$ cat config.mk
export PLATFORM = sky130hd
export DESIGN_NAME = frqg_ctrl
export DESIGN_NICKNAME = d
export VERILOG_FILES = /design/src/hw/rtl/frqg_pkg.sv /design/src/hw/rtl/frqg_ctrl.sv
export SDC_FILE = /design/constraint.sdc
export NUM_CORES = 1
export LEC_CHECK = 0
export ABC_AREA = 1
export ABC_CLOCK_PERIOD_IN_PS = 1300
export BUFFER_PORTS_ARGS = -buffer_cell sky130_fd_sc_hd__buf_2
export CORE_AREA = 4 4 41 43
export CTS_BUF_LIST = sky130_fd_sc_hd__clkbuf_2 sky130_fd_sc_hd__clkbuf_4 sky130_fd_sc_hd__clkbuf_8
export CTS_CLUSTER_DIAMETER = 100
export CTS_CLUSTER_SIZE = 10
export DETAILED_ROUTE_END_ITERATION = 10
export DIE_AREA = 0 0 45 47
export HOLD_SLACK_MARGIN = 0.12
export PLACE_DENSITY = 0.48
export RECOVER_POWER = 25
export SLEW_MARGIN = 15
export SYNTH_ARGS = -nofsm -noshare
export SYNTH_HDL_FRONTEND = slang
export SYNTH_SLANG_ARGS = --single-unit
$ cat constraint.sdc
create_clock -name clock -period 1.3 [get_ports clock]
set_input_delay 0.065 -clock clock [delete_from_list [all_inputs] [get_ports clock]]
set_output_delay 0.065 -clock clock [all_outputs]
set_load 0.02 [all_outputs]
$ cat src/hw/rtl/frqg_pkg.sv
// Shared types and constants for the frame rate quality governor.
// Used by frqg_ctrl, frqg_dp and frame_rate_quality_governor; no dependencies.
package frqg_pkg;

   // History ring geometry and datapath widths.
   localparam int HIST_DEPTH = 128;
   localparam int HIST_AW    = 7;
   localparam int FILL_W     = 8;
   localparam int SUM_W      = 21;
   localparam int DIV_STEPS  = SUM_W;
   localparam int DCNT_W     = 5;

   // Field widths.
   localparam int RATE_W  = 14;
   localparam int TIME_W  = 20;
   localparam int TIMER_W = 24;
   localparam int LVL_W   = 3;
   localparam int CNT_W   = 32;
   localparam int REQ_DW  = 40;
   localparam int RSP_DW  = 56;
   localparam int CSR_AW  = 3;
   localparam int CSR_DW  = 24;

   // Hold times loaded after a level step, in microseconds.
   localparam logic [TIMER_W-1:0] DOWN_HOLD = 24'd2000000;
   localparam logic [TIMER_W-1:0] UP_HOLD   = 24'd5000000;

   localparam logic [LVL_W-1:0] MAX_LEVEL = 3'd4;

   // Evaluation windows and minimum fill.
   localparam logic [FILL_W-1:0] MIN_FILL  = 8'd10;
   localparam logic [FILL_W-1:0] LOW_WIN   = 8'd30;
   localparam logic [FILL_W-1:0] HIGH_WIN  = 8'd60;

   // Configuration register indexes.
   localparam logic [CSR_AW-1:0] CSR_ENABLE   = 3'd0;
   localparam logic [CSR_AW-1:0] CSR_TARGET   = 3'd1;
   localparam logic [CSR_AW-1:0] CSR_HYST     = 3'd2;
   localparam logic [CSR_AW-1:0] CSR_EMERG    = 3'd3;
   localparam logic [CSR_AW-1:0] CSR_INTERVAL = 3'd4;
   localparam logic [CSR_AW-1:0] CSR_LOWEST   = 3'd5;
   localparam logic [CSR_AW-1:0] CSR_HIGHEST  = 3'd6;

   // Controller states.
   typedef enum logic [4:0] {
      S_IDLE   = 5'b00001,
      S_WALK   = 5'b00010,
      S_DIV    = 5'b00100,
      S_DECIDE = 5'b01000,
      S_OUT    = 5'b10000
   } state_type;

   // Commands from controller to datapath.
   typedef struct packed {
      logic capture;
      logic walk;
      logic div_load;
      logic div_step;
      logic decide;
      logic load_rsp;
   } cmd_type;

   // Status from datapath to controller.
   typedef struct packed {
      logic frame_go;
      logic walk_done;
      logic div_done;
      logic out_free;
   } status_type;

endpackage

$ cat src/hw/rtl/frqg_ctrl.sv
// Sequencing state machine of the frame rate quality governor.
// Depends on frqg_pkg; drives commands into frqg_dp.
module frqg_ctrl (
   input  logic                clock,
   input  logic                reset,
   input  logic                req_tvalid,
   output logic                req_tready,
   input  frqg_pkg::status_type status,
   output frqg_pkg::cmd_type    cmd
);
   import frqg_pkg::*;

   state_type state_ff, state_in;

   assign req_tready = (state_ff == S_IDLE);

   // Next state and commands.
   always_comb begin
      state_in = state_ff;
      cmd      = '0;
      case (state_ff)
         S_IDLE: begin
            if (req_tvalid) begin
               cmd.capture = 1'b1;
               state_in    = status.frame_go ? S_WALK : S_OUT;
            end
         end
         S_WALK: begin
            cmd.walk = 1'b1;
            if (status.walk_done) begin
               cmd.div_load = 1'b1;
               state_in     = S_DIV;
            end
         end
         S_DIV: begin
            if (status.div_done) begin
               state_in = S_DECIDE;
            end else begin
               cmd.div_step = 1'b1;
            end
         end
         S_DECIDE: begin
            cmd.decide = 1'b1;
            state_in   = S_OUT;
         end
         S_OUT: begin
            if (status.out_free) begin
               cmd.load_rsp = 1'b1;
               state_in     = S_IDLE;
            end
         end
         default: state_in = S_IDLE;
      endcase
   end

   always_ff @(posedge clock) begin
      if (reset) begin
         state_ff <= S_IDLE;
      end else begin
         state_ff <= state_in;
      end
   end

endmodule

==> results.yml <==
floorplan:
  initial_utilization: 0.277
  die_height_um: 47
  fp-row-count: 13
  die_area_um2: 2120
  die_w_um: 45
  io_pins: 14
  core_area_um2: 1300
logic_synthesis:
  post_synth_num_cell_types: 15
  syn_inst: 56
  syn_area_um2: 360
  avgSynthCellArea_um2: 6.43
  synth_seq_cells: 5
  synthesis.nets: 63
  ys_seq_area_frac: 0.278
  yosys_warnings: 0
final_layout:
  finish.utilization: 0.422
  largest_register_ffs: 5
  largestRegisters: "state_ff x5"
  final_common_cell: "inv_1"
  n_fill_cell: 144
  antenna_cells: 0
  fin_area_um2: 549
  regMostFlops: "state_ff"
  syn_to_final_growth_pct: 52.4
  final_cell_mix: "13 x inv_1, 11 x buf_2, 9 x nand2_1, 7 x buf_4"
  final_cells: 94
  drive_gt1_frac: 0.506
  nets: 87
clock_network:
  clock_latency_ps: 240
  clockBufferDepth: 2
  cts-buffers-inserted: 3
  root_buffer: "clkbuf_4"
  cts_max_level: 1
  cts_tree: "done"
  clock-sinks: 5
  clk_pin_slew_ps: 40
global_routing:
  use_met1: 0.116
  grt_pass1_vias: 432
  grt_usage: 0.109
  grt_pass1_wl_um: 1640
  grt_max_degree: 7
  grtUsageMet2: 0.186
  grtUsageMet3: 0.0230
  busiest_layer: "met2"
  antenna_found_initial: 0
  gr-total-overflow: 0
sta:
  hold_viol_final: 0
  slew-limit-headroom: 0.857
  layout_min_cycle_time_ps: 1250
  fmax_ghz: 0.799
  clock-skew-final_ps: 2.99
  setup_violations: 0
  tightest_slew_ps: 213
  layout_worst_path_cycle_share: 0.963
  finalMaxSlewViolations: 0
  rsz0062_at_grt: "true"
place:
  gp_congestion: 0.692
  placement.io_buffers: 13
  place_area_um2: 452
  hpwlAfterDp_um: 733
  post-place-cells: 85
setup_path:
  required_ps: 1240
  worst_ep_arrival_time_ps: 1190
  crit_chain: "nor2_4 > nand3_2 > nor2_4 > buf_4"
  startpoint: "state_ff[2]$_SDFFE_PP0P_"
  cp_slowest_stage_delay_ps: 320
  rr_startpoint: "state_ff[2]$_SDFFE_PP0P_"
  critPathSlowestCell: "dfxtp_2"
  path_class: "reg -> out"
  cp_num_buf_inv: 1
  crit_path_end_kind: "output pin"
  path_max_fanout: 6
  crit_family: "simple AND/OR/NAND/NOR gates"
  r2r_slack_ps: 80
  cp_common_cell: "nor2_4"
  start_kind: "flop"
drt:
  ant_nets: 0
  wirelength_um: 928
  num_vias: 420
  routed_wire_length_per_instance_um: 9.87
  firstDrtPassIters: 4
  drc_errors: 0
  drtIter0Drc: 4
  vias_per_cell: 4.47
worst_hold_path:
  min-delay-path-class: "in -> reg"
  holdCritStartpoint: "status[3]"
power_and_ir_drop:
  p_int_mw: 0.571
  p_seq_frac: 0.260
  p_sw_frac: 0.479
  power.switching_mw: 0.526
  peakVddDrop_uv: 1050
  combPwrFrac: 0.556
  p_leak_nw: 0.329
  powerDensity_nw_per_um2: 2000
  p_clk_frac: 0.184
status:
  outcome: "finished clean"
job:
  cap_violations: 0
==> cell families (layout without fill, tap and decap cells) <==
| group | count (synthesis) | after routing | synth area share |
|---|---|---|---|
| compound gates | 2 | 2 | 0.0347 |
| buf+inv | 14 | 37 | 0.146 |
| flops | 5 | 5 | 0.278 |
| simple gates | 35 | 35 | 0.542 |
==> cell type report <==
class	count	area, µm²	area share
multi-input cells	37	225	0.410
repair buffers	19	118	0.214
well taps	15	18.8	0.0342
clock buffers	4	30.0	0.0547
inverters	14	52.6	0.0957
flip-flops and latches	5	105	0.191
==> routing by layer <==
| layer | vias to the layer above | part of all wire |
|---|---|---|
| met1 | 185 | 0.41 |
| met3 | 3 | 0.058 |
| li1 | 219 | - |
| met2 | 13 | 0.50 |
| met4 | 0 | 0.023 |
| met5 | - | 0 |
==> Yosys cell counts <==
cell | n | area share
nor2_2 | 5 | 0.087
inv_1 | 13 | 0.14
nand4_2 | 1 | 0.035
nand2_1 | 8 | 0.083
nand2_2 | 2 | 0.035
nand4_1 | 4 | 0.069
nor2_4 | 2 | 0.062
o21a_1 | 1 | 0.021
nor2_1 | 7 | 0.073
nor3_1 | 1 | 0.014
inv_2 | 1 | 0.010
o21ai_1 | 1 | 0.014
nand3_1 | 4 | 0.056
dfxtp_1 | 5 | 0.28
nand3_2 | 1 | 0.028
==> power by group through the flow <==
stage / registers (mW) / logic (mW) / clock network, mW
global route: 0.297 / 0.689 / 0.221
detailed placement: 0.263 / 0.581 / 0
floorplan: 0.253 / 0.431 / 0
global placement: 0.263 / 0.582 / 0
finish: 0.286 / 0.610 / 0.202
CTS: 0.273 / 0.609 / 0.207
==> worst paths after layout <==
kind                               to  cells after the start
max                            cmd[3]                      4
min          state_ff[1]$_SDFFE_PP0P_                      5
max reg2reg  state_ff[4]$_SDFFE_PP0P_                      7
min reg2reg  state_ff[1]$_SDFFE_PP0P_                      2
==> stage by stage <==
stage / setup TNS (ps) / total power, mW / hold WS, ps / setup WS [ps]
final: 0 / 1.10 / 149 / 48.5
after global routing: -45.7 / 1.21 / 193 / -29.3
after CTS: 0 / 1.09 / 146 / 5.31
after detailed placement: 0 / 0.844 / 345 / 138
after global placement: 0 / 0.844 / 346 / 145
after floorplan: 0 / 0.683 / 220 / 145
==> tightest hold or removal path: cells and delay by family <==
kind,cells,cell delay [ps]
and+or+nand+nor,4,190
buffers and inverters,1,100
==> timing repair <==
item	CTS	global route
resized for setup	3	8
hold buffers	1	0
hold endpoints to repair	1	0
buffers inserted	2	2
pin swaps	2	1
endpoints found under the setup margin	2	8
Power figures use the tool's default switching activity.
